--- config.mk ---
export PLATFORM = sky130hd
export DESIGN_NAME = csv_stream_validator_unit
export DESIGN_NICKNAME = d
export VERILOG_FILES = /design/src/sv/csvv_pkg.sv /design/src/sv/csvv_in_reg.sv /design/src/sv/csvv_core.sv /design/src/sv/csvv_out_reg.sv /design/src/sv/csv_stream_validator_unit.sv
export SDC_FILE = /design/constraint.sdc
export NUM_CORES = 2
export LEC_CHECK = 0
export BUFFER_PORTS_ARGS = -buffer_cell sky130_fd_sc_hd__buf_2
export CORE_MARGIN = 4
export CORE_UTILIZATION = 47
export CTS_CLUSTER_DIAMETER = 60
export CTS_CLUSTER_SIZE = 40
export DETAILED_ROUTE_END_ITERATION = 8
export HOLD_SLACK_MARGIN = 0.12
export PLACE_DENSITY = 0.61
export SLEW_MARGIN = 20
export SYNTH_ARGS = -nofsm -noshare
export SYNTH_HDL_FRONTEND = slang
export SYNTH_HIERARCHICAL = 1
export SYNTH_SLANG_ARGS = --single-unit
--- constraint.sdc ---
create_clock -name clk -period 7.42 [get_ports clk]
set_input_delay 0.742 -clock clk [delete_from_list [all_inputs] [get_ports clk]]
set_output_delay 0.742 -clock clk [all_outputs]
set_load 0.05 [all_outputs]
--- src/sv/csvv_pkg.sv ---
`timescale 1ns / 1ps
// Shared types, character codes and cell helper functions for the CSV stream validator.
package csvv_pkg;

  localparam int POSITION_BITS   = 32;
  localparam int CELL_COUNT_BITS = 16;
  localparam int LINE_BITS       = 32;
  localparam int OUT_POS_BITS    = 32;
  localparam int OUT_COUNT_BITS  = 16;

  localparam logic [7:0] CHAR_CR    = 8'h0D;
  localparam logic [7:0] CHAR_LF    = 8'h0A;
  localparam logic [7:0] CHAR_COMMA = 8'h2C;
  localparam logic [7:0] CHAR_QUOTE = 8'h22;

  // Lines with fewer bytes than this before the CR are too short.
  localparam logic [1:0] MIN_LINE_LEN = 2'd3;

  typedef logic [POSITION_BITS-1:0]   pos_t;
  typedef logic [CELL_COUNT_BITS-1:0] cnt_t;
  typedef logic [LINE_BITS-1:0]       line_t;

  typedef enum logic [2:0] {
    ST_OK       = 3'd0,
    ST_COMMA    = 3'd1,
    ST_SHORT    = 3'd2,
    ST_MISMATCH = 3'd3,
    ST_HALF     = 3'd4,
    ST_ODD      = 3'd5,
    ST_STRAY    = 3'd6
  } status_e;

  typedef struct packed {
    logic [7:0] data_byte;
    logic       last_byte;
  } item_t;

  typedef struct packed {
    logic nonempty;
    logic starts_quote;
    logic last_quote;
    logic odd;
    logic any_quote;
  } cell_flags_t;

  typedef struct packed {
    status_e code;
    pos_t    pos;
    line_t   line;
  } err_t;

  typedef struct packed {
    status_e code;
    pos_t    pos;
    line_t   line;
    cnt_t    exp;
    cnt_t    found;
  } rep_t;

  typedef struct packed {
    status_e                   status;
    logic [OUT_POS_BITS-1:0]   position;
    logic [LINE_BITS-1:0]      line_number;
    logic [OUT_COUNT_BITS-1:0] expected_count;
    logic [OUT_COUNT_BITS-1:0] found_count;
  } result_t;

  // Adds one ordinary byte to the flags of the open cell.
  function automatic cell_flags_t cell_add(cell_flags_t f, logic [7:0] b);
    cell_flags_t r;
    logic        q;
    r = f;
    q = (b == CHAR_QUOTE);
    if (!f.nonempty) begin
      r.nonempty     = 1'b1;
      r.starts_quote = q;
    end
    r.last_quote = q;
    if (q) begin
      r.odd       = !f.odd;
      r.any_quote = 1'b1;
    end
    return r;
  endfunction

  // Quote rule verdict for a cell that is being closed.
  function automatic status_e cell_code(cell_flags_t f);
    status_e c;
    c = ST_OK;
    if (f.nonempty && f.starts_quote) begin
      if (!f.last_quote) begin
        c = ST_HALF;
      end else if (f.odd) begin
        c = ST_ODD;
      end
    end else if (f.any_quote) begin
      c = ST_STRAY;
    end
    return c;
  endfunction

  function automatic result_t to_result(rep_t r);
    result_t o;
    o.status         = r.code;
    o.position       = OUT_POS_BITS'(r.pos);
    o.line_number    = r.line;
    o.expected_count = OUT_COUNT_BITS'(r.exp);
    o.found_count    = OUT_COUNT_BITS'(r.found);
    return o;
  endfunction

endpackage

--- src/sv/csvv_in_reg.sv ---
`timescale 1ns / 1ps
// Input register that holds one accepted byte item until the scanner takes it.
module csvv_in_reg (
  input  logic           clk,
  input  logic           rst,
  input  logic           in_valid,
  output logic           in_ready,
  input  logic [7:0]     data_byte,
  input  logic           last_byte,
  input  logic           advance,
  output logic           item_valid,
  output csvv_pkg::item_t item
);
  import csvv_pkg::*;

  logic accept;

  assign in_ready = !item_valid || advance;
  assign accept   = in_valid && in_ready;

  always_ff @(posedge clk) begin
    if (rst) begin
      item_valid <= 1'b0;
    end else if (accept) begin
      item_valid <= 1'b1;
    end else if (advance) begin
      item_valid <= 1'b0;
    end
  end

  always_ff @(posedge clk) begin
    if (accept) begin
      item.data_byte <= data_byte;
      item.last_byte <= last_byte;
    end
  end

endmodule

--- src/sv/csvv_core.sv ---
`timescale 1ns / 1ps
// Scanner state and the combinational next-state logic for one byte.
module csvv_core (
  input  logic              clk,
  input  logic              rst,
  input  logic              step,
  input  csvv_pkg::item_t   item,
  output csvv_pkg::result_t result_next
);
  import csvv_pkg::*;

  logic        inside_quotes, inside_quotes_next;
  logic        cr_pending, cr_pending_next;
  logic        prev_comma, prev_comma_next;
  logic        comma_before_cr, comma_before_cr_next;
  logic        first_line_seen, first_line_seen_next;
  pos_t        byte_position, byte_position_next;
  pos_t        line_start_pos, line_start_pos_next;
  pos_t        cell_start_pos, cell_start_pos_next;
  logic [1:0]  line_length, line_length_next;
  cnt_t        cell_count, cell_count_next;
  cnt_t        expected_cells, expected_cells_next;
  line_t       line_counter, line_counter_next;
  cell_flags_t cell_flags, cell_flags_next;
  err_t        line_cell_error, line_cell_error_next;
  logic        held_valid, held_valid_next;
  pos_t        held_pos, held_pos_next;
  line_t       held_line, held_line_next;
  cnt_t        held_exp, held_exp_next;
  err_t        held_cell_error, held_cell_error_next;
  rep_t        verdict, verdict_next;
  err_t        comma_error, comma_error_next;

  line_t       line_no;
  status_e     close_code;
  logic        line_done;
  logic [7:0]  b;
  rep_t        sel;

  assign line_no = line_counter + line_t'(1);
  assign b       = item.data_byte;

  always_comb begin
    inside_quotes_next   = inside_quotes;
    cr_pending_next      = cr_pending;
    prev_comma_next      = prev_comma;
    comma_before_cr_next = comma_before_cr;
    first_line_seen_next = first_line_seen;
    byte_position_next   = byte_position;
    line_start_pos_next  = line_start_pos;
    cell_start_pos_next  = cell_start_pos;
    line_length_next     = line_length;
    cell_count_next      = cell_count;
    expected_cells_next  = expected_cells;
    line_counter_next    = line_counter;
    cell_flags_next      = cell_flags;
    line_cell_error_next = line_cell_error;
    held_valid_next      = held_valid;
    held_pos_next        = held_pos;
    held_line_next       = held_line;
    held_exp_next        = held_exp;
    held_cell_error_next = held_cell_error;
    verdict_next         = verdict;
    comma_error_next     = comma_error;
    close_code           = ST_OK;
    line_done            = 1'b0;
    sel                  = '0;

    if (step) begin
      if (comma_error.code == ST_OK) begin
        if (cr_pending) begin
          cr_pending_next = 1'b0;
          if (b == CHAR_LF) begin
            line_done  = 1'b1;
            close_code = cell_code(cell_flags);
            if (close_code != ST_OK && line_cell_error.code == ST_OK) begin
              line_cell_error_next = '{code: close_code, pos: cell_start_pos, line: line_no};
            end
            if (comma_before_cr) begin
              comma_error_next = '{code: ST_COMMA, pos: byte_position - pos_t'(2),
                                   line: line_no};
            end else if (verdict.code == ST_OK) begin
              if (held_valid) begin
                verdict_next = '{code: ST_MISMATCH, pos: held_pos, line: held_line,
                                 exp: held_exp, found: cnt_t'(1)};
              end else if (line_length < MIN_LINE_LEN) begin
                verdict_next = '{code: ST_SHORT, pos: line_start_pos, line: line_no,
                                 exp: '0, found: '0};
              end else if (!first_line_seen) begin
                first_line_seen_next = 1'b1;
                expected_cells_next  = cell_count;
                verdict_next = '{code: line_cell_error_next.code,
                                 pos: line_cell_error_next.pos,
                                 line: line_cell_error_next.line, exp: '0, found: '0};
              end else if (cell_count != expected_cells) begin
                if (cell_count == cnt_t'(1)) begin
                  // A one-cell line may be the exempt final line: hold the error.
                  held_valid_next      = 1'b1;
                  held_pos_next        = line_start_pos;
                  held_line_next       = line_no;
                  held_exp_next        = expected_cells;
                  held_cell_error_next = line_cell_error_next;
                end else begin
                  verdict_next = '{code: ST_MISMATCH, pos: line_start_pos, line: line_no,
                                   exp: expected_cells, found: cell_count};
                end
              end else begin
                verdict_next = '{code: line_cell_error_next.code,
                                 pos: line_cell_error_next.pos,
                                 line: line_cell_error_next.line, exp: '0, found: '0};
              end
            end
            line_counter_next    = line_no;
            line_start_pos_next  = byte_position + pos_t'(1);
            cell_start_pos_next  = byte_position + pos_t'(1);
            cell_flags_next      = '0;
            cell_count_next      = cnt_t'(1);
            line_length_next     = '0;
            line_cell_error_next = '0;
            prev_comma_next      = 1'b0;
          end else begin
            // A lone CR is an ordinary cell byte.
            cell_flags_next = cell_add(cell_flags_next, CHAR_CR);
            if (line_length_next != 2'd3) begin
              line_length_next = line_length_next + 2'd1;
            end
          end
        end

        if (!line_done) begin
          inside_quotes_next = inside_quotes ^ (b == CHAR_QUOTE);
          if (b == CHAR_CR && !inside_quotes_next) begin
            cr_pending_next      = 1'b1;
            comma_before_cr_next = prev_comma;
          end else if (b == CHAR_COMMA && !inside_quotes_next) begin
            close_code = cell_code(cell_flags_next);
            if (close_code != ST_OK && line_cell_error.code == ST_OK) begin
              line_cell_error_next = '{code: close_code, pos: cell_start_pos, line: line_no};
            end
            if (line_length_next != 2'd3) begin
              line_length_next = line_length_next + 2'd1;
            end
            if (cell_count != '1) begin
              cell_count_next = cell_count + cnt_t'(1);
            end
            cell_start_pos_next = byte_position + pos_t'(1);
            cell_flags_next     = '0;
          end else begin
            cell_flags_next = cell_add(cell_flags_next, b);
            if (line_length_next != 2'd3) begin
              line_length_next = line_length_next + 2'd1;
            end
          end
          prev_comma_next = (b == CHAR_COMMA);
        end
      end

      byte_position_next = byte_position + pos_t'(1);

      if (item.last_byte) begin
        if (comma_error_next.code != ST_OK) begin
          sel = '{code: comma_error_next.code, pos: comma_error_next.pos,
                  line: comma_error_next.line, exp: '0, found: '0};
        end else if (verdict_next.code != ST_OK) begin
          sel = verdict_next;
        end else if (held_valid_next) begin
          sel = '{code: held_cell_error_next.code, pos: held_cell_error_next.pos,
                  line: held_cell_error_next.line, exp: '0, found: '0};
        end
        if (sel.code == ST_OK) begin
          sel = '0;
        end
        // The stream is over: everything returns to its reset values.
        inside_quotes_next   = 1'b0;
        cr_pending_next      = 1'b0;
        prev_comma_next      = 1'b0;
        comma_before_cr_next = 1'b0;
        first_line_seen_next = 1'b0;
        byte_position_next   = '0;
        line_start_pos_next  = '0;
        cell_start_pos_next  = '0;
        line_length_next     = '0;
        cell_count_next      = cnt_t'(1);
        expected_cells_next  = '0;
        line_counter_next    = '0;
        cell_flags_next      = '0;
        line_cell_error_next = '0;
        held_valid_next      = 1'b0;
        held_pos_next        = '0;
        held_line_next       = '0;
        held_exp_next        = '0;
        held_cell_error_next = '0;
        verdict_next         = '0;
        comma_error_next     = '0;
      end
    end
  end

  assign result_next = to_result(sel);

  always_ff @(posedge clk) begin
    if (rst) begin
      inside_quotes   <= 1'b0;
      cr_pending      <= 1'b0;
      prev_comma      <= 1'b0;
      comma_before_cr <= 1'b0;
      first_line_seen <= 1'b0;
      byte_position   <= '0;
      line_start_pos  <= '0;
      cell_start_pos  <= '0;
      line_length     <= '0;
      cell_count      <= cnt_t'(1);
      expected_cells  <= '0;
      line_counter    <= '0;
      cell_flags      <= '0;
      line_cell_error <= '0;
      held_valid      <= 1'b0;
      held_pos        <= '0;
      held_line       <= '0;
      held_exp        <= '0;
      held_cell_error <= '0;
      verdict         <= '0;
      comma_error     <= '0;
    end else begin
      inside_quotes   <= inside_quotes_next;
      cr_pending      <= cr_pending_next;
      prev_comma      <= prev_comma_next;
      comma_before_cr <= comma_before_cr_next;
      first_line_seen <= first_line_seen_next;
      byte_position   <= byte_position_next;
      line_start_pos  <= line_start_pos_next;
      cell_start_pos  <= cell_start_pos_next;
      line_length     <= line_length_next;
      cell_count      <= cell_count_next;
      expected_cells  <= expected_cells_next;
      line_counter    <= line_counter_next;
      cell_flags      <= cell_flags_next;
      line_cell_error <= line_cell_error_next;
      held_valid      <= held_valid_next;
      held_pos        <= held_pos_next;
      held_line       <= held_line_next;
      held_exp        <= held_exp_next;
      held_cell_error <= held_cell_error_next;
      verdict         <= verdict_next;
      comma_error     <= comma_error_next;
    end
  end

  a_end_clears_position: assert property (@(posedge clk) disable iff (rst)
    step && item.last_byte |=> byte_position == '0 && cell_count == cnt_t'(1))
    else $error("stream end did not return the scanner to its start state");

  a_comma_error_sticky: assert property (@(posedge clk) disable iff (rst)
    comma_error.code != ST_OK && !(step && item.last_byte) |=> comma_error.code != ST_OK)
    else $error("comma error was lost before the stream ended");

  a_held_needs_first_line: assert property (@(posedge clk) disable iff (rst)
    held_valid |-> first_line_seen && cell_count != '0)
    else $error("held mismatch without a first line");

endmodule

--- src/sv/csvv_out_reg.sv ---
`timescale 1ns / 1ps
// Result register that holds the verdict until the consumer takes it.
module csvv_out_reg (
  input  logic              clk,
  input  logic              rst,
  input  logic              load,
  input  csvv_pkg::result_t result_in,
  input  logic              out_ready,
  output logic              out_valid,
  output logic              slot_free,
  output csvv_pkg::result_t result
);
  import csvv_pkg::*;

  assign slot_free = !out_valid || out_ready;

  always_ff @(posedge clk) begin
    if (rst) begin
      out_valid <= 1'b0;
    end else if (load) begin
      out_valid <= 1'b1;
    end else if (out_ready) begin
      out_valid <= 1'b0;
    end
  end

  always_ff @(posedge clk) begin
    if (load) begin
      result <= result_in;
    end
  end

  a_ok_is_clean: assert property (@(posedge clk) disable iff (rst)
    out_valid && result.status == ST_OK |-> result.position == '0 &&
    result.line_number == '0)
    else $error("ok verdict carries a position or line");

  a_counts_only_on_mismatch: assert property (@(posedge clk) disable iff (rst)
    out_valid && result.status != ST_MISMATCH |->
    result.expected_count == '0 && result.found_count == '0)
    else $error("cell counts reported for a status other than mismatch");

endmodule

--- src/sv/csv_stream_validator_unit.sv ---
`timescale 1ns / 1ps
// Top level of the CSV stream validator: input register, scanner and result register.
// The verdict enters the result register at the edge where the final byte item leaves
// the input register.
// Throughput: one byte item per cycle; the scanner forms its next state combinationally.
// A final byte waits in the input register only while an earlier verdict is still untaken.
// Reset (rst, synchronous, active high) empties both registers and puts the scanner at the
// start of a new stream; the scanner also returns there by itself after every final byte.
module csv_stream_validator_unit (
  input  logic        clk,
  input  logic        rst,
  input  logic        in_valid,
  output logic        in_ready,
  input  logic [7:0]  data_byte,
  input  logic        last_byte,
  output logic        out_valid,
  input  logic        out_ready,
  output logic [2:0]  status,
  output logic [31:0] position,
  output logic [31:0] line_number,
  output logic [15:0] expected_count,
  output logic [15:0] found_count
);
  import csvv_pkg::*;

  item_t   item;
  logic    item_valid;
  logic    slot_free;
  logic    advance;
  result_t result_next;
  result_t result;

  // Ordinary bytes never produce a result, so they move on even while a verdict
  // waits at the output. Only a final byte needs a free result register.
  assign advance = item_valid && (!item.last_byte || slot_free);

  csvv_in_reg u_in_reg (
    .clk        (clk),
    .rst        (rst),
    .in_valid   (in_valid),
    .in_ready   (in_ready),
    .data_byte  (data_byte),
    .last_byte  (last_byte),
    .advance    (advance),
    .item_valid (item_valid),
    .item       (item)
  );

  // The scanner tracks quoting, cells and lines, and on the final byte forms the verdict.
  csvv_core u_core (
    .clk         (clk),
    .rst         (rst),
    .step        (advance),
    .item        (item),
    .result_next (result_next)
  );

  csvv_out_reg u_out_reg (
    .clk       (clk),
    .rst       (rst),
    .load      (advance && item.last_byte),
    .result_in (result_next),
    .out_ready (out_ready),
    .out_valid (out_valid),
    .slot_free (slot_free),
    .result    (result)
  );

  assign status         = result.status;
  assign position       = result.position;
  assign line_number    = result.line_number;
  assign expected_count = result.expected_count;
  assign found_count    = result.found_count;

endmodule

# Word-level counts from Yosys, hierarchy flattened
# Index checks and enable logic that the tools add are counted.
# word_totals
output_inout_bits	101
in_bits	13
register_bits	663
# op_classes
n_bitwise	3
n_mux	192
eq_ne	16
n_reduce_logical	44
addsub	6
n_lt_le_gt_ge	1
# ops
operator	n
$mux W67	26
$mux W99	17
$mux W32	38
$mux W16	28
$add A32 B1 Y32 const B	2
$mux W3	17
$mux W1	46
$mux W5	9
$sub A32 B2 Y32 const B	1
$mux W2	11
$reduce_bool A2 Y1	10
$add A16 B1 Y16 const B	1
$eq A16 B1 Y1 const B	1
$eq A8 B4 Y1 const B	2
$eq A8 B6 Y1 const B	2
$ne A16 B16 Y1	1
$ne A16 B16 Y1 const B	1
$ne A2 B2 Y1 const B	7
$logic_not A3 Y1	4
$reduce_and A4 Y1	3
$reduce_bool A3 Y1	4
$reduce_and A11 Y1	1
$logic_and A1 B1 Y1	9
$reduce_and A9 Y1	1
other kinds (11)	20

# Depth between registers and ports, before layout
# logic_depth
ltp_word	27
ltp_mapped	14
ltp_nobuf	11

# By module
# The synthesis kept the hierarchy.
# by_module_without_submodules
mod	area_each_um2	cells_each	seq_area_each_um2	n_inst
csvv_core	28798.9	3865	11070.6	1
csvv_out_reg	3019.1	103	2992.9	1
csvv_in_reg	325.3	14	290.3	1
csv_stream_validator_unit	18.8	3	0.0	1

# Worst setup path after synthesis
# No wires, ideal clock.
# synth_timing
kind	flip-flop to flip-flop
startpoint	register u_core.cell_count[14]
endpoint	register u_out_reg/result[63] (netlist name)
arrival_ps	2957
setup_slack_ps	4200
t_required_ps	7158
n_path_buf	3
stages_incl_launch_ff	13
period_less_slack_ps	3220
path_cell_list	dfxtp_1 -> clkbuf_1 -> xnor2_1 -> nand4_1 -> or4_1 -> a221oi_2 -> nor2_2 -> or4b_4 -> o31ai_4 -> nor3_2 -> buf_2 -> buf_2 -> nor2_1
# synth_via
elab_chain_len	19
# synth_lines
element	line_no	rtl
from (decl)	csvv_core.sv:21	cnt_t cell_count, cell_count_next;
from (signal assigned)	csvv_core.sv:212	cell_count <= cnt_t'(1);
from (signal assigned)	csvv_core.sv:234	cell_count <= cell_count_next;
$eq A16 B1 Y1	csvv_core.sv:96	if (cell_count == cnt_t'(1)) begin
$mux W99 / $mux W1 (equally long branches)	csvv_core.sv:96	
$mux W99 / $mux W1 (equally long branches)	csvv_core.sv:95	end else if (cell_count != expected_cells) begin
$mux W99 / $mux W1 (equally long branches)	csvv_core.sv:89	end else if (!first_line_seen) begin
$mux W99 / $mux W1 (equally long branches)	csvv_core.sv:86	end else if (line_length < MIN_LINE_LEN) begin
$mux W99 / $mux W1 (equally long branches)	csvv_core.sv:83	if (held_valid) begin
$mux W99 / $mux W1 (equally long branches)	csvv_core.sv:82	end else if (verdict.code == ST_OK) begin
$mux W99 / $mux W1 (equally long branches)	csvv_core.sv:79	if (comma_before_cr) begin
[... 3 more ...]	-	
$mux W99 / $mux W1 (equally long branches)	csvv_core.sv:69	if (step) begin
$reduce_bool A3 Y1 / $mux W99 (equally long branches)	csvv_core.sv:164, csvv_core.sv:166	
$mux W99 *	csvv_core.sv:164	end else if (verdict_next.code != ST_OK) begin
$mux W99 *	csvv_core.sv:161	if (comma_error_next.code != ST_OK) begin
$mux W99 *	csvv_core.sv:160	if (item.last_byte) begin
$mux W99 *	csvv_core.sv:69	
$logic_not A3 Y1	csvv_core.sv:170	if (sel.code == ST_OK) begin
$reduce_or A3 Y1 (no line)	-	
# Mark *: on every way between the ends. The rest lies on a longest branch, timed or not. The select of a mux whose other input is x is not followed.
# A chain may end at the register's enable or synchronous reset.

# Worst setup path after layout
# layout_timing
startpoint	register u_core.cr_pending
endpoint	register u_out_reg/result[81] (netlist name)
# layout_via
elab_chain_len	10
# layout_lines
element	line_no	rtl
from (decl)	csvv_core.sv:13	logic cr_pending, cr_pending_next;
from (signal assigned)	csvv_core.sv:226	cr_pending <= cr_pending_next;
$mux W99 / $mux W1 (equally long branches)	csvv_core.sv:71	if (cr_pending) begin
$mux W99 / $mux W1 (equally long branches)	csvv_core.sv:70	if (comma_error.code == ST_OK) begin
$mux W99 / $mux W1 (equally long branches)	csvv_core.sv:69	
$reduce_bool A3 Y1 / $mux W99 (equally long branches)	csvv_core.sv:164, csvv_core.sv:166	
$mux W99	csvv_core.sv:164	
$mux W99 *	csvv_core.sv:161	
$mux W99 *	csvv_core.sv:160	
$mux W99 *	csvv_core.sv:69	
$logic_not A3 Y1	csvv_core.sv:170	
$reduce_or A3 Y1 (no line)	-	
# Marks and branches as above.

==> metrics.cfg <==
[run_status]
status = completed

[yosys]
async_flop_share_pct = 0
ys_ff_latch = 663
synth.area.top_cells = dfxtp_1 35%, edfxtp_1 10%, nor2_1 8.2%
synth_fp_nets = 4004
yosys.area.top_type_share_pct = 34.5
netlist_area_um2 = 32200
ys.warnings.count = 6
synth_ff_type = dfxtp_1
syn_avg_cell_area_um2 = 8.07
seq_area_frac_synth_pct = 44.6
synth_cell_types = 84
synthCells = 3985
yosysTopAreaCell = dfxtp_1
synth_edf_count = 108

[critical_path]
cp_slowest_cell = nor3_4
r2r_slack_ps = 2150
required_ps = 7780
r2r_cells = 10
cp_cell_sequence = nor4b_1 > nand4_4 > buf_4 > a221oi_2 > nor2_2 > or4b_4 > o31ai_4 > nor3_4 > buf_12 > nor2_1
worst_path_largest_cell_delay_ps = 790
critPathLaunchType = flip-flop
critical_path.max_fanout = 81
critical_path_class = flip-flop to flip-flop
r2r-start = u_core/cr_pending
r2r_end = u_out_reg/result[81]
critical_path_arrival_ps = 5630
worst_setup_path_end_kind = flip-flop

[placement]
dp_hpwl_um = 65200
numPlacedInstances = 4670
placedInstanceArea_um2 = 33200
io_buffers = 113
gp_congestion = 0.845

[worst_hold_path]
hold_class = input port to flip-flop
holdPathStages = 1
holdPathEnd = u_in_reg/item[3]
min_from = data_byte[2]

[detailed_routing]
vias = 29900
via_per_inst = 6.25
drc_errors = 0
wire_per_inst_um = 23.5
drt_pass1_iterations = 8
first_iter_violations = 3337
ant_nets = 0
drt-total-wl_um = 112000

[sta]
period_minus_slack_ps = 5270
setup_violations = 0
fmax_mhz = 190
finClkSkew_ps = 42.9
slew-limit-headroom_pct = 25.1
tightestPinTransition_ps = 1120
finalSetupTns_ps = 0
drv_slew = 0
fin_crit_sh_pct = 71.0
finalHoldViolCount = 0
rsz0062_at_grt = no

[layout]
final_util_pct = 52.2
multi_input_area_um2 = 16600
drive_gt1_share_pct = 9.18
final-seq-area_um2 = 14400
nFillCells = 6524
area_delta_synth_final_pct = 9.48
num-nets-final = 3873
final_cells = 4774
fin_area_um2 = 35200

[power]
p_leak_uw = 0.0117
switching_share_pct = 27.0
p_int_uw = 5310
p_seq_share_pct = 50.7
power_uw = 7270
clkPwrFrac_pct = 44.2
netSwitchingPower_uw = 1960
p_comb_share_pct = 5.0
powerDensity_nw_per_um2 = 207
peakVddDrop_mv = 0.204

[clock_tree]
htree_levels = 2
cts_hold_buf = 0
postCtsSetupBuffers = 0
cts.sinks = 663
clk_latency_ps = 660
cts-buffers-inserted = 55
cts_tree = done
cts.clk_slew.worst_paths_ps = 90
ctsResizeCount = 0
ctsRootBufferMaster = clkbuf_16
cts_buffer_depth = 3

[global_routing]
grt_antenna_before_repair = 1
grt_pass1_wl_um = 171000
grt_overflow = 0
grt_use_total_pct = 29.5
grt_pass1_vias = 27700
grt_max_degree = 167

[floorplan]
die_x_um = 270
core_um2 = 67500
die_h_um = 270
start_util_pct = 47.6
io_pins = 114
num_rows = 95
die-area_um2 = 72700

[run]
maxCapViolations = 0

cells in the mapped netlist, drive strengths merged, types with 35 or more instances:
master,count
nor3,102
nor3b,73
o21ai,217
xor2,44
dfxtp,555
xnor2,79
nor2,705
nor4,35
nand2b,49
edfxtp,108
nand2,467
a21oi,314
clkbuf,335
a22oi,250
a211oi,35
nand3,54
mux2i,50
a221oi,40
worst max path at each step:
stage / from / end / slack (ps) / cells after the start
2_1_floorplan: u_core/cell_count[14] / u_out_reg/result[63] / 4200 / 12
3_3_place_gp: u_in_reg/item[1] / u_out_reg/result[66] / 2430 / 10
3_5_place_dp: u_core/cr_pending / u_out_reg/result[83] / 2340 / 10
4_1_cts: u_core/cr_pending / u_out_reg/result[55] / 2320 / 10
5_1_grt: u_core/cr_pending / u_out_reg/result[67] / 2010 / 10
6_report: u_core/cr_pending / u_out_reg/result[81] / 2150 / 10
sequential cells by signal, summed over array words and instances (netlist names), 2 cells and up:
register,cells
u_core/verdict,99
u_out_reg/result,99
u_core/comma_error,67
u_core/held_cell_error,67
u_core/line_cell_error,67
u_core/byte_position,32
u_core/cell_start_pos,32
u_core/held_line,32
u_core/held_pos,32
u_core/line_counter,32
u_core/line_start_pos,32
u_core/cell_count,16
u_core/expected_cells,16
u_core/held_exp,16
u_in_reg/item,9
u_core/cell_flags,5
u_core/line_length,2
cell families after synthesis:
kind of cell | synth area share (%)
XOR/XNOR | 3.35
AO/OA/AOI/OAI | 22.5
buffers and inverters | 4.63
flip-flops | 44.6
adder cells (fa/ha/maj) | 0.233
multiplexers | 1.66
AND/OR/NAND/NOR | 23.0
through the flow:
step,hold WS (ps),worst slack [ps]
global route,278,2010
floorplan,427,4200
CTS,263,2320
global placement,436,2430
finish,291,2150
detailed placement,443,2340
critical path: cells and delay by family (launching register included):
kind / cells / cell delay [ps]
buffers and inverters: 2 / 1050
flip-flops: 1 / 680
AND/OR/NAND/NOR: 6 / 2600
AO/OA/AOI/OAI: 2 / 560
layout make-up:
| cell class | count | area share (%) |
|---|---|---|
| flip-flops and latches | 663 | 40.8 |
| repair buffers | 180 | 3.21 |
| diodes | 1 | 0.00711 |
| clock inverters | 40 | 1.39 |
| clock buffers | 63 | 4.23 |
| inverters | 25 | 0.281 |
| multi-input cells | 2929 | 47.0 |
| well taps | 873 | 3.10 |
per-layer routing:
metal  GRT usage (%)  part of all wire (%)  vias to the layer above
met1            41.0                    43                    14300
met5               0                 0.016                        -
met2            47.1                    45                     1366
li1                -                     -                    13900
met4            10.5                   3.6                        2
met3            4.22                   8.2                      253
cell usage in the layout (no fill, tap or decap), types with 23 or more instances in the layout:
cell type  Yosys  routed
nand2_1      467     466
or3_1         23      23
nor3b_1       73      73
buf_2         12     112
mux2i_1       50      50
nor4_1        26      25
nor2_1       704     695
inv_1         24      24
edfxtp_1     108     108
o21ai_0      209     207
dfxtp_1      555     554
a221oi_1      39      39
buf_4          0      63
a22oi_1      250     250
xnor2_1       79      79
a211oi_1      35      35
nor3_1       100      99
nand2b_1      47      46
nand3_1       53      51
nand4_1       29      29
nor2b_1       23      23
o22ai_1       30      30
a21oi_1      312     310
xor2_1        44      44
a31oi_1       28      28
clkbuf_16      0      57
power groups by stage:
stage	combinational (µW)	sequential (µW)	clock (µW)
2_1_floorplan	174	3830	0
3_3_place_gp	362	3770	0
3_5_place_dp	362	3770	0
4_1_cts	363	3690	3270
5_1_grt	382	3690	3410
6_report	367	3690	3220
Power figures use the tool's default switching activity.
